**config.mk**
```make
export PLATFORM = sky130hd
export DESIGN_NAME = pascal_subset_tokenizer
export DESIGN_NICKNAME = d
export VERILOG_FILES = /design/src/rtl/core/pst_pkg.sv /design/src/rtl/core/pst_front.sv /design/src/rtl/core/pst_queue.sv /design/src/rtl/core/pst_back.sv /design/src/rtl/core/pascal_subset_tokenizer.sv
export SDC_FILE = /design/constraint.sdc
export NUM_CORES = 1
export LEC_CHECK = 0
export BUFFER_PORTS_ARGS = -buffer_cell sky130_fd_sc_hd__buf_2
export CORE_ASPECT_RATIO = 1.2
export CORE_UTILIZATION = 60
export CTS_CLUSTER_DIAMETER = 40
export DETAILED_ROUTE_END_ITERATION = 10
export PLACE_DENSITY = 0.74
export RECOVER_POWER = 25
export REMOVE_ABC_BUFFERS = 1
export SYNTH_ARGS = -nofsm -noshare
export SYNTH_HDL_FRONTEND = slang
export SYNTH_SLANG_ARGS = --single-unit
export TNS_END_PERCENT = 10
```
**constraint.sdc**
```tcl
create_clock -name clk_i -period 6.5 [get_ports clk_i]
set_clock_uncertainty 0.1 [all_clocks]
set_input_delay 0.325 -clock clk_i [delete_from_list [all_inputs] [get_ports clk_i]]
set_output_delay 0.325 -clock clk_i [all_outputs]
set_load 0.01 [all_outputs]
```
**src/rtl/core/pst_pkg.sv**
```systemverilog
`timescale 1ns / 1ps
// Shared types, constants and lookup functions of the Pascal subset tokenizer.
// Depends on nothing; every other file of the block imports it.
package pst_pkg;

  localparam int LINE_WIDTH_DEF   = 16;
  localparam int COLUMN_WIDTH_DEF = 16;
  localparam int LENGTH_WIDTH_DEF = 8;
  localparam int QUEUE_DEPTH_DEF  = 4;

  localparam int KIND_WIDTH = 5;
  localparam int BYTE_WIDTH = 8;
  localparam int NUM_KW     = 11;

  typedef enum logic [KIND_WIDTH-1:0] {
    TK_END     = 5'd0,
    TK_ERROR   = 5'd1,
    TK_IDENT   = 5'd2,
    TK_NUMBER  = 5'd3,
    TK_PROGRAM = 5'd4,
    TK_BEGIN   = 5'd5,
    TK_KW_END  = 5'd6,
    TK_VAR     = 5'd7,
    TK_INTEGER = 5'd8,
    TK_REAL    = 5'd9,
    TK_IF      = 5'd10,
    TK_THEN    = 5'd11,
    TK_ELSE    = 5'd12,
    TK_WHILE   = 5'd13,
    TK_DO      = 5'd14,
    TK_LT      = 5'd15,
    TK_LE      = 5'd16,
    TK_NE      = 5'd17,
    TK_GT      = 5'd18,
    TK_GE      = 5'd19,
    TK_EQ      = 5'd20,
    TK_SEMI    = 5'd21,
    TK_DOT     = 5'd22,
    TK_COMMA   = 5'd23,
    TK_COLON   = 5'd24,
    TK_ASSIGN  = 5'd25,
    TK_LPAREN  = 5'd26,
    TK_RPAREN  = 5'd27,
    TK_PLUS    = 5'd28,
    TK_MINUS   = 5'd29,
    TK_STAR    = 5'd30,
    TK_SLASH   = 5'd31
  } token_kind_e;

  // Scanner state: which kind of lexeme is still open.
  typedef enum logic [5:0] {
    M_IDLE    = 6'b000001,
    M_IDENT   = 6'b000010,
    M_NUMBER  = 6'b000100,
    M_LESS    = 6'b001000,
    M_GREATER = 6'b010000,
    M_COLON   = 6'b100000
  } scan_mode_e;

  // Which of the two token slots of a queue entry hold a token.
  typedef struct packed {
    logic b;
    logic a;
  } tok_valid_t;

  typedef struct packed {
    logic full;
    logic empty;
  } q_stat_t;

  // Keyword text is right-aligned: the last character sits in the low byte.
  localparam logic [63:0] KW_TEXT [NUM_KW] = '{
    64'("program"), 64'("begin"), 64'("end"), 64'("var"), 64'("integer"),
    64'("real"), 64'("if"), 64'("then"), 64'("else"), 64'("while"), 64'("do")
  };
  localparam logic [2:0] KW_LEN [NUM_KW] = '{
    3'd7, 3'd5, 3'd3, 3'd3, 3'd7, 3'd4, 3'd2, 3'd4, 3'd4, 3'd5, 3'd2
  };

  function automatic logic [BYTE_WIDTH-1:0] kw_char(int unsigned k, logic [2:0] p);
    int idx;
    idx = int'(KW_LEN[k]) - 1 - int'(p);
    if (idx >= 0) begin
      return KW_TEXT[k][8*idx +: 8];
    end
    return 8'h00;
  endfunction

  function automatic logic is_letter(logic [BYTE_WIDTH-1:0] c);
    return (c >= 8'h61 && c <= 8'h7A) || (c >= 8'h41 && c <= 8'h5A);
  endfunction

  function automatic logic is_digit(logic [BYTE_WIDTH-1:0] c);
    return c >= 8'h30 && c <= 8'h39;
  endfunction

  function automatic logic is_space(logic [BYTE_WIDTH-1:0] c);
    return c == 8'h20 || (c >= 8'h09 && c <= 8'h0D);
  endfunction

  // Single-byte symbols; anything unknown is an error token.
  function automatic token_kind_e sym_kind(logic [BYTE_WIDTH-1:0] c);
    token_kind_e k;
    unique case (c)
      8'h3D:   k = TK_EQ;
      8'h3B:   k = TK_SEMI;
      8'h2E:   k = TK_DOT;
      8'h2C:   k = TK_COMMA;
      8'h28:   k = TK_LPAREN;
      8'h29:   k = TK_RPAREN;
      8'h2B:   k = TK_PLUS;
      8'h2D:   k = TK_MINUS;
      8'h2A:   k = TK_STAR;
      8'h2F:   k = TK_SLASH;
      default: k = TK_ERROR;
    endcase
    return k;
  endfunction

endpackage

```
**src/rtl/core/pst_front.sv**
```systemverilog
`timescale 1ns / 1ps
// Scanner front end: takes one source byte per cycle while the queue has room,
// tracks position and the open lexeme, and pushes up to two finished tokens per byte. Uses pst_pkg.
module pst_front #(
  parameter int LINE_WIDTH   = pst_pkg::LINE_WIDTH_DEF,
  parameter int COLUMN_WIDTH = pst_pkg::COLUMN_WIDTH_DEF,
  parameter int LENGTH_WIDTH = pst_pkg::LENGTH_WIDTH_DEF,
  parameter int TDATA_W      = 56
) (
  input  logic                     clk_i,
  input  logic                     rst_ni,
  input  logic                     in_valid_i,
  output logic                     in_ready_o,
  input  logic [7:0]               text_byte_i,
  input  logic                     is_end_i,
  input  pst_pkg::q_stat_t         q_stat_i,
  output logic                     push_o,
  output pst_pkg::tok_valid_t      push_vld_o,
  output logic [2*TDATA_W-1:0]     push_data_o
);
  import pst_pkg::*;

  localparam int LW = LINE_WIDTH;
  localparam int CW = COLUMN_WIDTH;
  localparam int NW = LENGTH_WIDTH;

  scan_mode_e         mode_q, mode_d;
  logic [LW-1:0]      cur_line_q, cur_line_d, st_line_q, st_line_d;
  logic [CW-1:0]      cur_col_q, cur_col_d, st_col_q, st_col_d;
  logic [NW-1:0]      len_q, len_d, len_inc;
  logic [7:0]         first_q, first_d;
  logic [NUM_KW-1:0]  cand_q, cand_d;
  logic               fin_q, fin_d;

  logic               accept;
  logic [7:0]         c;
  logic               let_c, dig_c, sp_c;
  logic               pending, cont, pair_hit;
  token_kind_e        flush_kind, pair_kind;
  logic [LW-1:0]      adv_line;
  logic [CW-1:0]      adv_col;
  logic [TDATA_W-1:0] tok_a, tok_b;
  tok_valid_t         vld;

  function automatic logic [TDATA_W-1:0] pack_tok(token_kind_e k, logic [LW-1:0] l,
                                                  logic [CW-1:0] col, logic [7:0] f,
                                                  logic [NW-1:0] n);
    return TDATA_W'({n, f, col, l, k});
  endfunction

  function automatic logic [NUM_KW-1:0] narrow(logic [NUM_KW-1:0] cand,
                                               logic [NW-1:0] p, logic [7:0] ch);
    logic [NUM_KW-1:0] r;
    r = cand;
    for (int unsigned k = 0; k < NUM_KW; k++) begin
      if (!(p < NW'(KW_LEN[k]) && kw_char(k, p[2:0]) == ch)) begin
        r[k] = 1'b0;
      end
    end
    return r;
  endfunction

  assign c          = text_byte_i;
  assign in_ready_o = !q_stat_i.full;
  assign accept     = in_valid_i && in_ready_o;

  assign let_c   = is_letter(c);
  assign dig_c   = is_digit(c);
  assign sp_c    = is_space(c);
  assign pending = (mode_q != M_IDLE);
  assign len_inc = (len_q == '1) ? len_q : len_q + NW'(1);

  assign cont = ((mode_q == M_IDENT) && (let_c || dig_c)) ||
                ((mode_q == M_NUMBER) && (dig_c || c == 8'h2E));

  // Position after this byte, saturating at the counter maximum.
  always_comb begin
    adv_line = cur_line_q;
    adv_col  = cur_col_q;
    if (c == 8'h0A) begin
      if (cur_line_q != '1) adv_line = cur_line_q + LW'(1);
      adv_col = CW'(1);
    end else if (cur_col_q != '1) begin
      adv_col = cur_col_q + CW'(1);
    end
  end

  always_comb begin
    flush_kind = TK_ERROR;
    unique case (mode_q)
      M_IDENT: begin
        flush_kind = TK_IDENT;
        for (int unsigned k = 0; k < NUM_KW; k++) begin
          if (cand_q[k] && len_q == NW'(KW_LEN[k])) begin
            flush_kind = token_kind_e'(KIND_WIDTH'(int'(TK_PROGRAM) + int'(k)));
          end
        end
      end
      M_NUMBER:  flush_kind = TK_NUMBER;
      M_LESS:    flush_kind = TK_LT;
      M_GREATER: flush_kind = TK_GT;
      M_COLON:   flush_kind = TK_COLON;
      default:   flush_kind = TK_ERROR;
    endcase
  end

  always_comb begin
    pair_hit  = 1'b1;
    pair_kind = TK_LE;
    if (mode_q == M_LESS && c == 8'h3D) begin
      pair_kind = TK_LE;
    end else if (mode_q == M_LESS && c == 8'h3E) begin
      pair_kind = TK_NE;
    end else if (mode_q == M_GREATER && c == 8'h3D) begin
      pair_kind = TK_GE;
    end else if (mode_q == M_COLON && c == 8'h3D) begin
      pair_kind = TK_ASSIGN;
    end else begin
      pair_hit = 1'b0;
    end
  end

  always_comb begin
    mode_d     = mode_q;
    cur_line_d = cur_line_q;
    cur_col_d  = cur_col_q;
    st_line_d  = st_line_q;
    st_col_d   = st_col_q;
    len_d      = len_q;
    first_d    = first_q;
    cand_d     = cand_q;
    fin_d      = fin_q;
    vld        = '0;
    tok_a      = pack_tok(flush_kind, st_line_q, st_col_q, first_q, len_q);
    tok_b      = pack_tok(TK_END, cur_line_q, cur_col_q, 8'h00, '0);

    if (is_end_i) begin
      vld.a  = !fin_q && pending;
      vld.b  = 1'b1;
      mode_d = M_IDLE;
      fin_d  = 1'b1;
    end else if (!fin_q) begin
      cur_line_d = adv_line;
      cur_col_d  = adv_col;
      if (cont) begin
        cand_d = narrow(cand_q, len_q, c);
        len_d  = len_inc;
      end else if (pair_hit) begin
        vld.b  = 1'b1;
        tok_b  = pack_tok(pair_kind, st_line_q, st_col_q, first_q, len_inc);
        len_d  = len_inc;
        mode_d = M_IDLE;
      end else begin
        // The open lexeme ends here; this byte then starts from idle.
        vld.a  = pending;
        mode_d = M_IDLE;
        if (sp_c) begin
          mode_d = M_IDLE;
        end else if (let_c || dig_c || c == 8'h3C || c == 8'h3E || c == 8'h3A) begin
          if (let_c) begin
            mode_d = M_IDENT;
          end else if (dig_c) begin
            mode_d = M_NUMBER;
          end else if (c == 8'h3C) begin
            mode_d = M_LESS;
          end else if (c == 8'h3E) begin
            mode_d = M_GREATER;
          end else begin
            mode_d = M_COLON;
          end
          st_line_d = cur_line_q;
          st_col_d  = cur_col_q;
          first_d   = c;
          len_d     = NW'(1);
          cand_d    = narrow('1, '0, c);
        end else begin
          vld.b = 1'b1;
          tok_b = pack_tok(sym_kind(c), cur_line_q, cur_col_q, c, NW'(1));
        end
      end
    end
  end

  assign push_o      = accept && (vld.a || vld.b);
  assign push_vld_o  = vld;
  assign push_data_o = {tok_b, tok_a};

  always_ff @(posedge clk_i or negedge rst_ni) begin
    if (!rst_ni) begin
      mode_q     <= M_IDLE;
      cur_line_q <= LW'(1);
      cur_col_q  <= CW'(1);
      st_line_q  <= LW'(1);
      st_col_q   <= CW'(1);
      len_q      <= '0;
      first_q    <= '0;
      cand_q     <= '1;
      fin_q      <= 1'b0;
    end else if (accept) begin
      mode_q     <= mode_d;
      cur_line_q <= cur_line_d;
      cur_col_q  <= cur_col_d;
      st_line_q  <= st_line_d;
      st_col_q   <= st_col_d;
      len_q      <= len_d;
      first_q    <= first_d;
      cand_q     <= cand_d;
      fin_q      <= fin_d;
    end
  end

endmodule

```
**src/rtl/core/pst_queue.sv**
```systemverilog
`timescale 1ns / 1ps
// Short queue of token pairs between the scanner and the output side.
// Uses pst_pkg for the status struct.
module pst_queue #(
  parameter int DEPTH = pst_pkg::QUEUE_DEPTH_DEF,
  parameter int WIDTH = 114
) (
  input  logic              clk_i,
  input  logic              rst_ni,
  input  logic              push_i,
  input  logic [WIDTH-1:0]  wdata_i,
  input  logic              pop_i,
  output logic [WIDTH-1:0]  rdata_o,
  output pst_pkg::q_stat_t  stat_o
);
  import pst_pkg::*;

  localparam int AW = (DEPTH > 1) ? $clog2(DEPTH) : 1;
  localparam int CNTW = $clog2(DEPTH + 1);

  logic [WIDTH-1:0] mem_q [DEPTH];
  logic [AW-1:0]    wr_ptr_q, wr_ptr_d, rd_ptr_q, rd_ptr_d;
  logic [CNTW-1:0]  cnt_q, cnt_d;
  logic             do_push, do_pop;

  assign stat_o.full  = (cnt_q == CNTW'(DEPTH));
  assign stat_o.empty = (cnt_q == '0);
  assign do_push      = push_i && !stat_o.full;
  assign do_pop       = pop_i && !stat_o.empty;
  assign rdata_o      = mem_q[rd_ptr_q];

  always_comb begin
    wr_ptr_d = wr_ptr_q;
    rd_ptr_d = rd_ptr_q;
    cnt_d    = cnt_q;
    if (do_push) begin
      wr_ptr_d = (wr_ptr_q == AW'(DEPTH - 1)) ? '0 : wr_ptr_q + AW'(1);
    end
    if (do_pop) begin
      rd_ptr_d = (rd_ptr_q == AW'(DEPTH - 1)) ? '0 : rd_ptr_q + AW'(1);
    end
    case ({do_push, do_pop})
      2'b10:   cnt_d = cnt_q + CNTW'(1);
      2'b01:   cnt_d = cnt_q - CNTW'(1);
      default: cnt_d = cnt_q;
    endcase
  end

  always_ff @(posedge clk_i) begin
    if (do_push) begin
      mem_q[wr_ptr_q] <= wdata_i;
    end
  end

  always_ff @(posedge clk_i or negedge rst_ni) begin
    if (!rst_ni) begin
      wr_ptr_q <= '0;
      rd_ptr_q <= '0;
      cnt_q    <= '0;
    end else begin
      wr_ptr_q <= wr_ptr_d;
      rd_ptr_q <= rd_ptr_d;
      cnt_q    <= cnt_d;
    end
  end

endmodule

```
**src/rtl/core/pst_back.sv**
```systemverilog
`timescale 1ns / 1ps
// Output side: sends the one or two tokens of the queue head as single words
// and marks the last token of each source byte. Uses pst_pkg.
module pst_back #(
  parameter int TDATA_W = 56
) (
  input  logic                 clk_i,
  input  logic                 rst_ni,
  input  pst_pkg::q_stat_t     q_stat_i,
  input  logic [2*TDATA_W+1:0] head_i,
  output logic                 pop_o,
  output logic                 m_axis_tvalid_o,
  input  logic                 m_axis_tready_i,
  output logic [TDATA_W-1:0]   m_axis_tdata_o,
  output logic                 m_axis_tlast_o
);
  import pst_pkg::*;

  tok_valid_t         vld;
  logic [TDATA_W-1:0] tok_a, tok_b;
  logic               sel_q, sel_d;
  logic               cur_b, fire;

  assign {vld, tok_b, tok_a} = head_i;

  // The second slot goes out once the first has been taken, or alone.
  assign cur_b           = sel_q || !vld.a;
  assign m_axis_tvalid_o = !q_stat_i.empty;
  assign m_axis_tdata_o  = cur_b ? tok_b : tok_a;
  assign m_axis_tlast_o  = cur_b || !vld.b;
  assign fire            = m_axis_tvalid_o && m_axis_tready_i;
  assign pop_o           = fire && m_axis_tlast_o;

  always_comb begin
    sel_d = sel_q;
    if (fire) begin
      sel_d = !m_axis_tlast_o;
    end
  end

  always_ff @(posedge clk_i or negedge rst_ni) begin
    if (!rst_ni) begin
      sel_q <= 1'b0;
    end else begin
      sel_q <= sel_d;
    end
  end

endmodule

```
**src/rtl/core/pascal_subset_tokenizer.sv**
```systemverilog
`timescale 1ns / 1ps
// Pascal subset tokenizer: one source byte per word in, one token per word out.
// A byte is taken in every cycle while the token queue (QUEUE_DEPTH entries,
// one entry per byte that yields tokens) has room; whitespace that closes no
// lexeme and bytes inside an identifier or number yield nothing. A byte
// yields at most two tokens (an open lexeme closed by an operator or symbol,
// or a flush followed by the end token); the output sends one token per
// cycle while the sink is ready. A token can be taken in the cycle after the
// byte that closes it. Identifiers are matched against the keywords as their
// bytes arrive. After an end marker, further text is dropped until reset,
// and each further end marker yields another end token.
module pascal_subset_tokenizer #(
  parameter int LINE_WIDTH   = pst_pkg::LINE_WIDTH_DEF,
  parameter int COLUMN_WIDTH = pst_pkg::COLUMN_WIDTH_DEF,
  parameter int LENGTH_WIDTH = pst_pkg::LENGTH_WIDTH_DEF,
  parameter int QUEUE_DEPTH  = pst_pkg::QUEUE_DEPTH_DEF,
  localparam int FIELDS_W    = pst_pkg::KIND_WIDTH + LINE_WIDTH + COLUMN_WIDTH
                               + pst_pkg::BYTE_WIDTH + LENGTH_WIDTH,
  localparam int TDATA_W     = ((FIELDS_W + 7) / 8) * 8
) (
  input  logic               clk_i,
  input  logic               rst_ni,
  input  logic               s_axis_tvalid_i,
  output logic               s_axis_tready_o,
  input  logic [7:0]         s_axis_tdata_i,   // text_byte
  input  logic [0:0]         s_axis_tuser_i,   // is_end
  output logic               m_axis_tvalid_o,
  input  logic               m_axis_tready_i,
  // token_kind, token_line, token_column, first_byte, token_length, zero fill
  output logic [TDATA_W-1:0] m_axis_tdata_o,
  output logic               m_axis_tlast_o    // last_of_run
);
  import pst_pkg::*;

  localparam int ENTRY_W = 2 * TDATA_W + 2;

  q_stat_t              q_stat;
  logic                 push, pop;
  tok_valid_t           push_vld;
  logic [2*TDATA_W-1:0] push_data;
  logic [ENTRY_W-1:0]   head;

  pst_front #(
    .LINE_WIDTH  (LINE_WIDTH),
    .COLUMN_WIDTH(COLUMN_WIDTH),
    .LENGTH_WIDTH(LENGTH_WIDTH),
    .TDATA_W     (TDATA_W)
  ) u_front (
    .clk_i      (clk_i),
    .rst_ni     (rst_ni),
    .in_valid_i (s_axis_tvalid_i),
    .in_ready_o (s_axis_tready_o),
    .text_byte_i(s_axis_tdata_i),
    .is_end_i   (s_axis_tuser_i[0]),
    .q_stat_i   (q_stat),
    .push_o     (push),
    .push_vld_o (push_vld),
    .push_data_o(push_data)
  );

  pst_queue #(
    .DEPTH(QUEUE_DEPTH),
    .WIDTH(ENTRY_W)
  ) u_queue (
    .clk_i  (clk_i),
    .rst_ni (rst_ni),
    .push_i (push),
    .wdata_i({push_vld, push_data}),
    .pop_i  (pop),
    .rdata_o(head),
    .stat_o (q_stat)
  );

  pst_back #(
    .TDATA_W(TDATA_W)
  ) u_back (
    .clk_i          (clk_i),
    .rst_ni         (rst_ni),
    .q_stat_i       (q_stat),
    .head_i         (head),
    .pop_o          (pop),
    .m_axis_tvalid_o(m_axis_tvalid_o),
    .m_axis_tready_i(m_axis_tready_i),
    .m_axis_tdata_o (m_axis_tdata_o),
    .m_axis_tlast_o (m_axis_tlast_o)
  );

endmodule

```
# == Word-level counts from Yosys, hierarchy flattened ==
# Memories as Yosys holds them, arrays and structs flattened.
# Cells that the tools add are included.
# op_classes
add_sub_neg,12
n_mul,0
div_mod_pow,0
magnitude_cmp,18
eq_ne,70
shift,11
mux,225
bitwise,5
n_reduce_logical,78
# op_table
cell,n
8-bit 2-to-1 mux,114
64-bit by 32-bit variable part select with 8-bit output (first input constant),11
56-bit 2-to-1 mux,6
8-bit == test,20
32-bit by 1-bit greater-or-equal comparator with 1-bit output (second input constant),5
8-bit by 6-bit == test with 1-bit output (second input constant),14
7-bit AND reduction,12
7-bit 2-to-1 mux,9
6-bit 2-to-1 mux,10
1-bit 2-to-1 mux,56
5-bit one-hot mux with 10 select lines,1
46-bit 2-to-1 mux,1
11-bit 2-to-1 mux,4
4-bit 2-to-1 mux,11
1-bit logical AND,39
16-bit by 1-bit adder with 16-bit output (second input constant),2
16-bit 2-to-1 mux,2
16-bit != test (second input constant),2
2-bit != test (second input constant),14
5-bit one-hot mux with 5 select lines,1
8-bit by 3-bit == test with 1-bit output (second input constant),3
8-bit by 3-bit < comparator with 1-bit output (second input constant),3
8-bit by 2-bit == test with 1-bit output (second input constant),2
8-bit by 7-bit greater-or-equal comparator with 1-bit output (second input constant),2
other kinds (39),75
# totals
register_bits,106
latch_bits,0
ramBits,444
romBits,0
in_bits,13
elab_cells,443
mem_count,1
# memory_table
name,depth,width,read_ports,rd_ports_with_merged_regs,write_ports,line_no,rtl
u_queue.mem_q,4,111,1,0,1,pst_queue.sv:21,logic [WIDTH-1:0] mem_q [DEPTH];

# == Longest topological paths before layout ==
# Gate-level depths: netlist (run 1).
# depth
ltp_word,26
mapped_depth,14
mapped_depth_nobuf,13

# == Cells and area by module ==
# Synthesis (run 1) repeated with hierarchy kept, for this count alone.
# unflattened
hier_cells,1532
hier_area_um2,25172.9
# by_module_without_submodules
module,n_inst,cells_each,area_each_um2,seq_area_each_um2
pst_queue,1,638,16884.9,13868.3
pst_front,1,824,7323.3,2472.4
pst_back,1,70,964.7,25.0

# == Least setup slack after synthesis (run 1) ==
# No wires, ideal clock.
# synth_path
kind,register to register
start,register u_front.mode_q[3]
end,memory u_queue.mem_q[0][0] (netlist name) (enable)
setup_ns,0.479
arrival_ns,4.438
required_ns,5.921
slack_ns,1.483
stages_incl_launch_ff,9
path_cell_list,dfrtp_1 > buf_2 > nand2b_1 > or3_1 > a311o_1 > o21ai_0 > a221oi_2 > nor2_1 > and2_1
# synth_via
elab_chain_cells,15
# synth_lines
item,line_no,rtl
"start, declared",pst_front.sv:27,"scan_mode_e mode_q, mode_d;"
"start signal, assigned",pst_front.sv:200,mode_q <= mode_d;
6-bit == test,pst_front.sv:116,end else if (mode_q == M_COLON && c == 8'h3D) begin
1-bit logical AND,pst_front.sv:116,
1-bit 2-to-1 mux,pst_front.sv:116,
1-bit 2-to-1 mux,pst_front.sv:114,end else if (mode_q == M_GREATER && c == 8'h3D) begin
1-bit 2-to-1 mux,pst_front.sv:112,end else if (mode_q == M_LESS && c == 8'h3E) begin
1-bit 2-to-1 mux,pst_front.sv:110,if (mode_q == M_LESS && c == 8'h3D) begin
1-bit 2-to-1 mux,pst_front.sv:148,end else if (pair_hit) begin
2-bit 2-to-1 mux,pst_front.sv:145,if (cont) begin
2-bit 2-to-1 mux,pst_front.sv:142,end else if (!fin_q) begin
2-bit 2-to-1 mux (*),pst_front.sv:137,if (is_end_i) begin
1-bit logical OR (*),pst_front.sv:184,assign push_o = accept && (vld.a || vld.b);
1-bit logical AND (*),pst_front.sv:184,
1-bit logical AND (*),pst_queue.sv:28,assign do_push = push_i && !stat_o.full;
1-bit 2-to-1 mux (*),pst_queue.sv:50,if (do_push) begin
1-bit 2-to-1 mux (not written as such) (*),pst_queue.sv:51,mem_q[wr_ptr_q] <= wdata_i;
"end, declared",pst_queue.sv:21,
# Every way passes the cells marked *; elsewhere a longest branch is shown, timed or not.

# == Worst setup path after layout (run 1) ==
# layout_path
start,register u_front.len_q[2]
end,register u_front.cand_q[4]
# layout_via
elab_chain_cells,14
# layout_lines
item,line_no,rtl
"start, declared",pst_front.sv:30,"logic [NW-1:0] len_q, len_d, len_inc;"
"start signal, assigned",pst_front.sv:205,len_q <= len_d;
3-bit by 3-bit subtractor with 4-bit output,pst_pkg.sv:82,idx = int'(KW_LEN[k]) - 1 - int'(p);
32-bit by 1-bit greater-or-equal comparator with 1-bit output,pst_pkg.sv:83,if (idx >= 0) begin
1-bit 2-to-1 mux,pst_pkg.sv:83,
1-bit 2-to-1 mux,pst_front.sv:145,
1-bit 2-to-1 mux,pst_front.sv:142,
1-bit 2-to-1 mux,pst_front.sv:137,
8-bit 2-to-1 mux,pst_pkg.sv:86,return 8'h00;
8-bit 2-to-1 mux,pst_front.sv:145,
8-bit 2-to-1 mux,pst_front.sv:142,
8-bit 2-to-1 mux,pst_front.sv:137,
8-bit == test,pst_front.sv:56,"if (!(p < NW'(KW_LEN[k]) && kw_char(k, p[2:0]) == ch)) begin"
1-bit logical AND (*),pst_front.sv:56,
2-bit != test (no line) (*),-,
7-bit AND reduction (no line) (*),-,
"end signal, assigned",pst_front.sv:207,cand_q <= cand_d;
"end, declared",pst_front.sv:32,"logic [NUM_KW-1:0] cand_q, cand_d;"
# Every way passes the cells marked *; elsewhere a longest branch is shown, timed or not. The select of a mux whose other input is x is not followed.
# A chain may end at the register's enable or synchronous reset.

==> results of run 1 <==
[path summary, 6_finish.rpt]
kind / slack [ns] / depth (start not counted) / startpoint / end
setup / recovery: 1.60 / 10 / u_front.len_q[2] / u_front.cand_q[4]
hold / removal: 0.03 / 3 / s_axis_tvalid_i / u_queue.wr_ptr_q[0]
setup reg to reg: 1.60 / 10 / u_front.len_q[2] / u_front.cand_q[4]
hold reg to reg: 0.37 / 2 / u_front.cand_q[8] / u_front.cand_q[8]
max in group asynchronous: 2.46 / 3 / rst_ni / u_front.st_line_q[5]
min in group asynchronous: 1.02 / 2 / rst_ni / u_queue.cnt_q[1]
[sequential cells by signal (all words and copies together), names as in the netlist, 2 cells and up]
signal / cells
u_front.len_q: 8
u_front.first_q: 8
u_queue.wr_ptr_q: 2
u_front.mode_q: 6
u_front.st_col_q: 16
u_queue.cnt_q: 3
u_queue.mem_q: 432
u_front.cur_line_q: 16
u_front.st_line_q: 16
u_queue.rd_ptr_q: 2
u_front.cur_col_q: 16
u_front.cand_q: 11
[cells in the mapped netlist, drive strengths merged, types with 3 or more instances]
cell    count  area share, %
o21a        6           0.19
a22o        8           0.30
nand4      15           0.40
nand3b      7           0.22
ha         16           0.84
a211oi      5           0.16
buf        40           0.91
clkbuf     44           0.70
nor4b       7           0.31
nand3      28           0.61
nor2       85            1.3
mux2      138            7.1
and2       15           0.40
a21oi      45           0.95
nand2      63            1.0
xor2       22           0.81
xnor2      27            1.0
nor2b      13           0.34
or3         7           0.18
or4         3          0.095
nor3       24           0.57
or2         5           0.13
mux4      108             10
dfrtp      90            9.5
edfxtp    432             55
and4        3           0.11
a31oi      13           0.34
o21ai      50            1.1
a21o        4           0.13
dfstp      16            1.8
nand2b     17           0.45
mux2i      10           0.42
o22ai       4           0.11
nor4       11           0.34
inv        23           0.36
and3       10           0.26
[critical path: cells and delay by family, from the launching register on]
family,cells,cell delay [ns]
adder cells (fa/ha/maj),1,0.66
multiplexers,2,0.54
flip-flops,1,0.32
buffers and inverters,2,1.93
AND/OR/NAND/NOR,2,0.61
AO/OA/AOI/OAI,3,0.64
[area by class of cell]
class                      count  area (sq um)  share of cell area (%)
antenna                        1          2.50                 0.00956
timing repair buffer          88           497                    1.90
tap                          526           658                    2.51
sequential                   538         15700                    59.8
clock inverter                23           181                   0.693
inverter                      24          90.1                   0.344
multi-input combinational    809          7630                    29.1
clock buffer                  75          1470                    5.61
[stage by stage]
step | setup TNS (ns) | worst slack [ns] | hold slack [ns] | instances
finish | 0 | 1.60 | 0.0344 | 2084
global route | 0 | 1.35 | 0.0342 | 2083
CTS | 0 | 1.86 | 0.0131 | 2083
detailed placement | 0 | 2.10 | 0.276 | 1982
global placement | 0 | 2.27 | 0.271 | 1982
floorplan | -120.06 | -2.49 | -0.0706 | 1371
[metal layers]
metal	up-vias	wire (microns)	track usage (%)
li1	5797	-	-
met1	6652	19200	31.4
met2	408	24200	41.2
met3	97	2190	3.27
met4	2	1440	8.92
met5	-	8	0
[cells by family (layout without fill, tap and decap cells)]
kind of cell	after synthesis	in the layout
other	1	4
AO/OA/AOI/OAI	160	160
multiplexers	256	256
XOR/XNOR	49	49
flip-flops	538	538
buffers and inverters	108	210
adder cells (fa/ha/maj)	17	17
AND/OR/NAND/NOR	324	324
[power breakdown]
part           switching (mW)  internal (mW)
registers               0.172           4.07
clock network            1.23           1.63
logic                    1.38           1.33
[what timing repair did]
action / CTS / global route
endpoints found under the hold margin: 42 / 0
hold buffers: 3 / 0
setup buffers: 0 / 0
resized for setup: 0 / 0
==> qor.yml, run 1 <==
cells_and_area:
  final_cell_mix: "edfxtp_1 (432), mux4_2 (108), mux2_2 (96)"
  drive_above_1_share_pct: 28.0
  layout_commonest_cell: "edfxtp_1"
  postLayoutCoreUtil_pct: 67.4
  final_cell_area_sq_um: 26200
  nets: 1543
  n_fill_cell: 2578
  area_delta_synth_final_pct: 10.4
die:
  rows: 79
  die_y_microns: 220
  die-area_sq_um: 40300
  io_pins: 72
  die_x_microns: 184
  start_util_pct: 61.1
  core_area_sq_um: 38800
worst_setup_path:
  cp_common_cell: "o21ai_0"
  cp-start-kind: "register"
  crit_chain: "clkbuf_1 > clkinv_1 > ha_1 > nor2b_1 > o21ai_0 > mux2i_1 > o21ai_0 > nor4b_2 > a21oi_1 > mux2_2"
  cp_data_arrival_time_ns: 5.29
  path_max_fanout: 33
  crit_required_ns: 6.89
  cp_slowest_cell: "clkbuf_1"
  cpPeakStageDelay_ns: 1.09
  critical_path_class: "reg -> reg"
  end_kind: "register"
timing:
  rsz0062_at_grt: "no"
  slew_violations: 180
  finalSetupViolations: 0
  finalHoldViolations: 0
  finalCriticalPeriod_ns: 4.90
  tightest_slew_ns: 2.63
  max_freq_mhz: 204
  fin_crit_sh_pct: 75.4
  slew_headroom_pct: -75.3
yosys:
  synth_fa_ha_area_share_pct: 0.928
  synth.mux.area_fraction_pct: 17.8
  ys_ff_latch: 538
  synth_top_family_by_area: "multiplexers"
  synth.avg_cell_area_sq_um: 16.3
  postSynthCellCount: 1453
  synthDistinctLibCells: 80
  yosys_warnings: 0
  synth_edf_count: 432
  synth_area_sq_um: 23700
  synth_compound_area_share_pct: 4.29
  yosys.area_share.simple_pct: 7.21
  ys.flop_type: "edfxtp_1"
  ys_seq_area_share_pct: 66.0
  synth_xor_area_share_pct: 1.81
  ys_async_sr_fraction_pct: 19.7
power:
  p_leak_nw: 9.37
  power.total_mw: 9.81
  powerDensity_nw_per_um2: 375
  worst_ir_drop_vdd_uv: 412
drt:
  num_vias: 12956
  wl_per_cell_microns: 22.6
  drc: 0
  wl_mm: 47.0
  drt-pass1-iter-count: 6
  initialDrtViolationCount: 1004
  drtAntennaViolNets: 0
  via_per_inst: 6.22
clocking:
  cts-root-buf: "clkbuf_16"
  clock-sinks: 538
  clockBufferDepth: 3
  htreeDepth: 2
  cts_buffers: 52
  cts_tree: "done"
  clkLatencyLatePin_ns: 0.57
  clk_pin_slew_ns: 0.06
grt:
  grt_pass1_wl_mm: 73.6
  groute.usage.overall_pct: 24.0
  grt_max_degree: 65
  overflow: 0
  grt_pass1_vias: 13236
  antenna_found_initial: 1
status:
  violations: "capacitance limit, slew limit"
  status: "complete, but fails checks"
placement:
  place_area_sq_um: 24500
  port_buffers: 68
  place_congestion: 1.00
  hpwl_mm: 28.9
worst_hold_path:
  hold_path_class: "in -> reg"
job:
  maxCapViolCount: 4
Note: power is estimated with default switching activity, not from simulation.
==> run 2: changes to the inputs <==
- clock period: 6.5 -> 4.85 ns (I/O delays scaled with it)
==> qor.yml, run 2 (synthesized netlist as in run 1, its figures left out) <==
timing:
  finalCriticalPeriod_ns: 4.02
  rsz0062_at_grt: "no"
  fin_crit_sh_pct: 82.8
  slew_headroom_pct: -74.2  # +1.0 points
  slew_violations: 46  # -74%
  setup_tns_ns: 0  # unchanged
  finalSetupViolations: 0  # unchanged
  tightest_slew_ns: 2.61  # -0.0156 ns
  max_freq_mhz: 249
  finalHoldViolations: 0  # unchanged
  fin_hold_ws_ns: 0.148  # +0.114 ns
worst_setup_path:
  worstReg2RegEnd: "u_queue.cnt_q[2]"
  path_delay_family: "multiplexers"
  crit_chain: "mux4_2 > nand2b_1 > buf_4 > mux4_2 > mux2_2 > buf_2"
  cp_slowest_cell: "buf_4"
  r2r_start: "u_front.mode_q[3]"
  end_kind: "primary output"
  crit_required_ns: 4.51  # -2.38 ns
  ff2ff_setup_slack_ns: 1.21  # -0.39 ns
  cp_common_cell: "mux4_2"
  critPathBufInv: 2  # unchanged
  cpPeakStageDelay_ns: 0.65  # -0.44 ns
  cp_data_arrival_time_ns: 3.68  # -1.61 ns
  cp-start-kind: "register"
  rr_worst_depth: 13  # +3
  critical_path_class: "reg -> out"
  path_max_fanout: 41  # +24%
drt:
  wl_mm: 48.6  # +3.3%
  initialDrtViolationCount: 970  # -3.4%
  wl_per_cell_microns: 23.2  # +2.8%
  num_vias: 13102  # +1.1%
  drtAntennaViolNets: 0  # unchanged
  drc: 0  # unchanged
  via_per_inst: 6.26  # +0.64%
  drt-pass1-iter-count: 5  # -1
grt:
  groute.usage.overall_pct: 24.9  # +0.94 points
  grt_pass1_vias: 13302  # +0.50%
  overflow: 0  # unchanged
  antenna_found_initial: 0  # -1
  grt_max_degree: 110  # +69%
  grt_pass1_wl_mm: 76.0  # +3.3%
power:
  p_sw_mw: 3.85  # +38%
  pwr-share-comb_pct: 27.9  # +0.3 points
  p_leak_nw: 9.53  # +1.7%
  pwr-share-clk_pct: 31.1  # +1.9 points
  worst_ir_drop_vdd_uv: 432  # +5.0%
  seq_power_share_pct: 41.1  # -2.1 points
  internal_power_mw: 9.79  # +39%
  powerDensity_nw_per_um2: 514  # +37%
  switching_share_pct: 28.2  # -0.18 points
  power.total_mw: 13.6  # +39%
clocking:
  clk_pin_slew_ns: 0.06  # about the same
  cts_buffers: 53  # +1.9%
  cts_tree: "done"
  clockBufferDepth: 3  # unchanged
  cts_setup_buffers: 0  # unchanged
  clock-sinks: 538  # unchanged
  clkLatencyLatePin_ns: 0.57  # about the same
  htreeDepth: 2  # unchanged
  cts-root-buf: "clkbuf_16"
  postCtsResizedCells: 0  # unchanged
worst_hold_path:
  hold_end: "u_front.first_q[6]"
  holdPathStages: 3  # unchanged
  min-delay-start: "s_axis_tdata_i[6]"
  hold_path_class: "in -> reg"
die:
  start_util_pct: 61.1  # unchanged
  die_x_microns: 184  # unchanged
  io_pins: 72  # unchanged
  rows: 79  # unchanged
  die-area_sq_um: 40300  # unchanged
  core_area_sq_um: 38800  # unchanged
  die_y_microns: 220  # unchanged
cells_and_area:
  final_cell_mix: "edfxtp_1 (432), mux4_2 (108), mux2_2 (96)"
  nets: 1553  # +0.65%
  drive_above_1_share_pct: 28.8  # +0.76 points
  area_delta_synth_final_pct: 11.9
  largest_reg_flops: 432  # unchanged
  regMostFlops: "u_queue.mem_q"
  n_fill_cell: 2560  # -0.70%
  layout_commonest_cell: "edfxtp_1"
  antenna_cells: 0  # -1
status:
  status: "complete, but fails checks"
  violations: "capacitance limit, slew limit"
job:
  maxCapViolCount: 1  # -3
placement:
  hpwl_mm: 29.5  # +2.1%
  port_buffers: 68  # unchanged
  place_congestion: 0.929  # -7.1%
-- run 2: cell count changes in the layout (fill, tap and decap cells not counted), sizes merged --
cell         previous run  this run
clkbuf                 81        73
diode                   1         0
buf                    79        90
inv                    30        31
bufinv                  1         7
dlygate4sd3             3         6
clkinv                 16        14
-- run 2: power groups by stage --
stage	registers (mW)	logic [mW]	clock network [mW]
floorplan	5.95	2.66	0
global placement	5.66	3.82	0
detailed placement	5.69	3.85	0
CTS	5.60	3.88	4.30
global route	5.63	4.10	4.48
finish	5.60	3.80	4.24
-- run 2: worst max path at each step --
stage / depth (start not counted) / to / slack, ns / start
3_5_place_dp: 14 / u_queue.cnt_q[2] / 1.02 / s_axis_tdata_i[4]
5_1_grt: 6 / m_axis_tdata_o[7] / 0.72 / u_queue.rd_ptr_q[0]
3_3_place_gp: 14 / u_queue.cnt_q[2] / 1.07 / s_axis_tdata_i[4]
6_report: 6 / m_axis_tdata_o[16] / 0.83 / u_queue.rd_ptr_q[0]
4_1_cts: 6 / m_axis_tdata_o[50] / 1.20 / u_queue.rd_ptr_q[0]
2_1_floorplan: 10 / u_queue.cnt_q[2] / -4.14 / u_queue.rd_ptr_q[0]
-- run 2: cell type report --
class                      count  area [sq um]  share of cell area [%]
clock buffer                  72          1470                    5.54
clock inverter                28           354                    1.33
inverter                      24          90.1                   0.340
multi-input combinational    809          7630                    28.7
sequential                   538         15700                    59.0
tap                          526           658                    2.48
timing repair buffer          97           684                    2.58
-- run 2: timing repair --
item	CTS	global route
hold buffers	6	0
endpoints found under the hold margin	51	0
setup endpoints to repair	0	0
-- run 2: metrics by stage --
step	cell area [sq um]	utilization [%]	instances	worst slack, ns
2_1_floorplan	23300	-	1371	-4.14
3_3_place_gp	24700	63.5	1988	1.07
3_5_place_dp	24700	63.5	1988	1.02
4_1_cts	26500	68.3	2094	1.20
5_1_grt	26500	68.3	2094	0.716
6_report	26500	68.3	2094	0.832
-- run 2: worst register-to-register path: cells and delay by family, from the launching register on --
kind                       cells  cell delay, ns
and+or+nand+nor                6            1.51
xor gates and xnor gates       2            0.31
adders and majority gates      2            0.63
AOI/OAI and AO/OA              1            0.35
buffers and inverters          2            0.20
DFF                            1            0.48
-- run 2: per-layer routing --
| layer | vias to the layer above | part of all wire [%] | wire, microns | track usage (%) |
|---|---|---|---|---|
| met1 | 6794 | 40 | 19600 | 32.5 |
| met2 | 388 | 52 | 25100 | 42.7 |
| met5 | - | 0 | 0 | 0 |
| met3 | 117 | 4.1 | 2010 | 3.01 |
| met4 | 0 | 3.9 | 1880 | 10.6 |
| li1 | 5803 | - | - | - |
==> run 3: changes to the inputs <==
- clock period: 4.85 -> 3.82 ns (I/O delays scaled with it)
==> qor.yml, run 3 (synthesized netlist as in run 1, its figures left out) <==
timing:
  finalCriticalPeriod_ns: 3.53
  finalSetupViolations: 0  # unchanged
  fin_crit_sh_pct: 92.4
  max_freq_mhz: 283
  worst_slack_ns: 0.289  # -0.543 ns
  slew_headroom_pct: -3.05  # +71 points
  fin_hold_ws_ns: 0.0523  # -0.0961 ns
  slew_violations: 109  # +140%
  tightest_slew_ns: 1.55  # -1.07 ns
  finalHoldViolations: 0  # unchanged
  rsz0062_at_grt: "no"
placement:
  place_congestion: 0.966  # +4.0%
  hpwl_mm: 30.2  # +2.4%
  pre_cts_slack_ns: 0.331  # -0.688 ns
  dp.cells: 2015  # +1.4%
  port_buffers: 68  # unchanged
  place_area_sq_um: 25000  # +1.2%
clocking:
  postCtsResizedCells: 0  # unchanged
  clk_pin_slew_ns: 0.06  # about the same
  clock-sinks: 538  # unchanged
  clkLatencyLatePin_ns: 0.59  # +0.02 ns
  cts_buffers: 56  # +5.7%
  clockBufferDepth: 3  # unchanged
  htreeDepth: 2  # unchanged
  cts-root-buf: "clkbuf_16"
  cts_setup_buffers: 0  # unchanged
  cts_tree: "done"
drt:
  wl_mm: 48.1  # -1.0%
  initialDrtViolationCount: 886  # -8.7%
  drc: 0  # unchanged
  num_vias: 13195  # +0.71%
  via_per_inst: 6.19  # -0.99%
  drt-pass1-iter-count: 7  # +2
  wl_per_cell_microns: 22.6  # -2.7%
  drtAntennaViolNets: 0  # unchanged
worst_setup_path:
  crit_chain: "nor4_2 > nand3b_1 > nor3_2 > nor3_1 > a221oi_2 > nor2_1 > inv_1 > ha_1 > inv_1 > fa_1 > xor2_1 > nor2_1 > xor2_1"
  critPathBufInv: 2  # unchanged
  cp_data_arrival_time_ns: 3.94  # +0.26 ns
  path_delay_family: "simple AND/OR/NAND/NOR gates"
  end_kind: "register"
  cp_slowest_cell: "dfrtp_1"
  path_max_fanout: 10  # -76%
  cpPeakStageDelay_ns: 0.48  # -0.17 ns
  crit_required_ns: 4.23  # -0.28 ns
  cp.depth: 13  # +7
  rr_worst_depth: 13  # unchanged
  critical_path_class: "reg -> reg"
  cp-start-kind: "register"
die:
  start_util_pct: 61.1  # unchanged
  die_x_microns: 184  # unchanged
  rows: 79  # unchanged
  die-area_sq_um: 40300  # unchanged
  io_pins: 72  # unchanged
  core_area_sq_um: 38800  # unchanged
  die_y_microns: 220  # unchanged
cells_and_area:
  regMostFlops: "u_queue.mem_q"
  antenna_cells: 0  # unchanged
  layout_commonest_cell: "edfxtp_1"
  n_fill_cell: 2495  # -2.5%
  layout.cells.non_filler: 2130  # +1.7%
  largest_reg_flops: 432  # unchanged
  postLayoutCoreUtil_pct: 69.3  # +0.98 points
  final_cell_area_sq_um: 26900  # +1.4%
  nets: 1586  # +2.1%
  area_delta_synth_final_pct: 13.5
  final_cell_mix: "edfxtp_1 (432), mux4_2 (108), mux2_2 (96)"
  drive_above_1_share_pct: 30.4  # +1.6 points
worst_hold_path:
  holdPathStages: 4  # +1
  hold_path_class: "in -> reg"
status:
  status: "complete, but fails checks"
  violations: "capacitance limit, slew limit"
power:
  powerDensity_nw_per_um2: 647  # +26%
  worst_ir_drop_vdd_uv: 491  # +14%
  p_leak_nw: 9.72  # +2.0%
grt:
  overflow: 0  # unchanged
  grt_pass1_wl_mm: 75.5  # -0.74%
  grt_max_degree: 79  # -28%
  grt_pass1_vias: 13454  # +1.1%
  groute.usage.overall_pct: 24.6  # -0.30 points
  antenna_found_initial: 0  # unchanged
job:
  maxCapViolCount: 2  # +1
-- run 3: changes by cell type in the layout (fill, tap and decap cells not counted), moves of 2 or more --
cell | before | now
buf_12 | 9 | 16
buf_4 | 14 | 32
bufinv_16 | 7 | 4
clkbuf_2 | 0 | 2
clkinv_4 | 0 | 3
clkinv_8 | 1 | 5
clkinvlp_4 | 0 | 2
dlygate4sd3_1 | 6 | 9
-- run 3: layer usage --
| metal | GRT usage [%] | vias up | wire length, microns |
|---|---|---|---|
| met4 | 9.39 | 0 | 1730 |
| li1 | - | 5895 | - |
| met2 | 42.8 | 364 | 25100 |
| met5 | 0 | - | 0 |
| met1 | 31.9 | 6820 | 19400 |
| met3 | 3.01 | 116 | 1850 |
-- run 3: final cells by class --
| class | count | area (sq um) | share of cell area, % |
|---|---|---|---|
| tap | 526 | 658 | 2.45 |
| sequential | 538 | 15700 | 58.1 |
| multi-input combinational | 809 | 7630 | 28.4 |
| inverter | 24 | 90.1 | 0.335 |
| clock buffer | 73 | 1510 | 5.59 |
| timing repair buffer | 127 | 1000 | 3.71 |
| clock inverter | 33 | 378 | 1.40 |
-- run 3: what timing repair did --
action,in CTS,in global routing
endpoints found under the setup margin,0,0
hold endpoints to repair,62,0
hold buffers,9,0
-- run 3: through the flow --
| step | setup TNS, ns | power, mW |
|---|---|---|
| after floorplan | -783.02 | 10.9 |
| after global placement | 0 | 12.1 |
| after detailed placement | 0 | 12.2 |
| after CTS | 0 | 17.6 |
| after global routing | 0 | 18.1 |
| final | 0 | 17.4 |
-- run 3: worst reg2reg max path: cells and delay by family, from the launching register on --
family          cells  cell delay [ns]
buf+inv             2             0.17
compound gates      1             0.36
fa+ha+maj           2             0.61
xor+xnor            2             0.30
flops               1             0.48
simple gates        6             1.45
-- run 3: path summary, 6_finish.rpt --
path                                   startpoint               endpoint  slack (ns)
min in group asynchronous                  rst_ni       u_queue.cnt_q[0]        0.39
worst max register to register  u_front.mode_q[3]       u_queue.cnt_q[2]        0.29
worst max-delay path            u_front.mode_q[3]       u_queue.cnt_q[2]        0.29
worst min-delay path            s_axis_tdata_i[3]      u_front.cand_q[9]        0.05
worst min register to register  u_front.cand_q[8]      u_front.cand_q[8]        0.37
max in group asynchronous                  rst_ni  u_front.st_line_q[12]        0.98
-- run 3: where the power goes --
| part | switching [mW] | internal (mW) |
|---|---|---|
| combinational | 2.50 | 2.37 |
| clock | 2.31 | 3.12 |
| sequential | 0.190 | 6.91 |
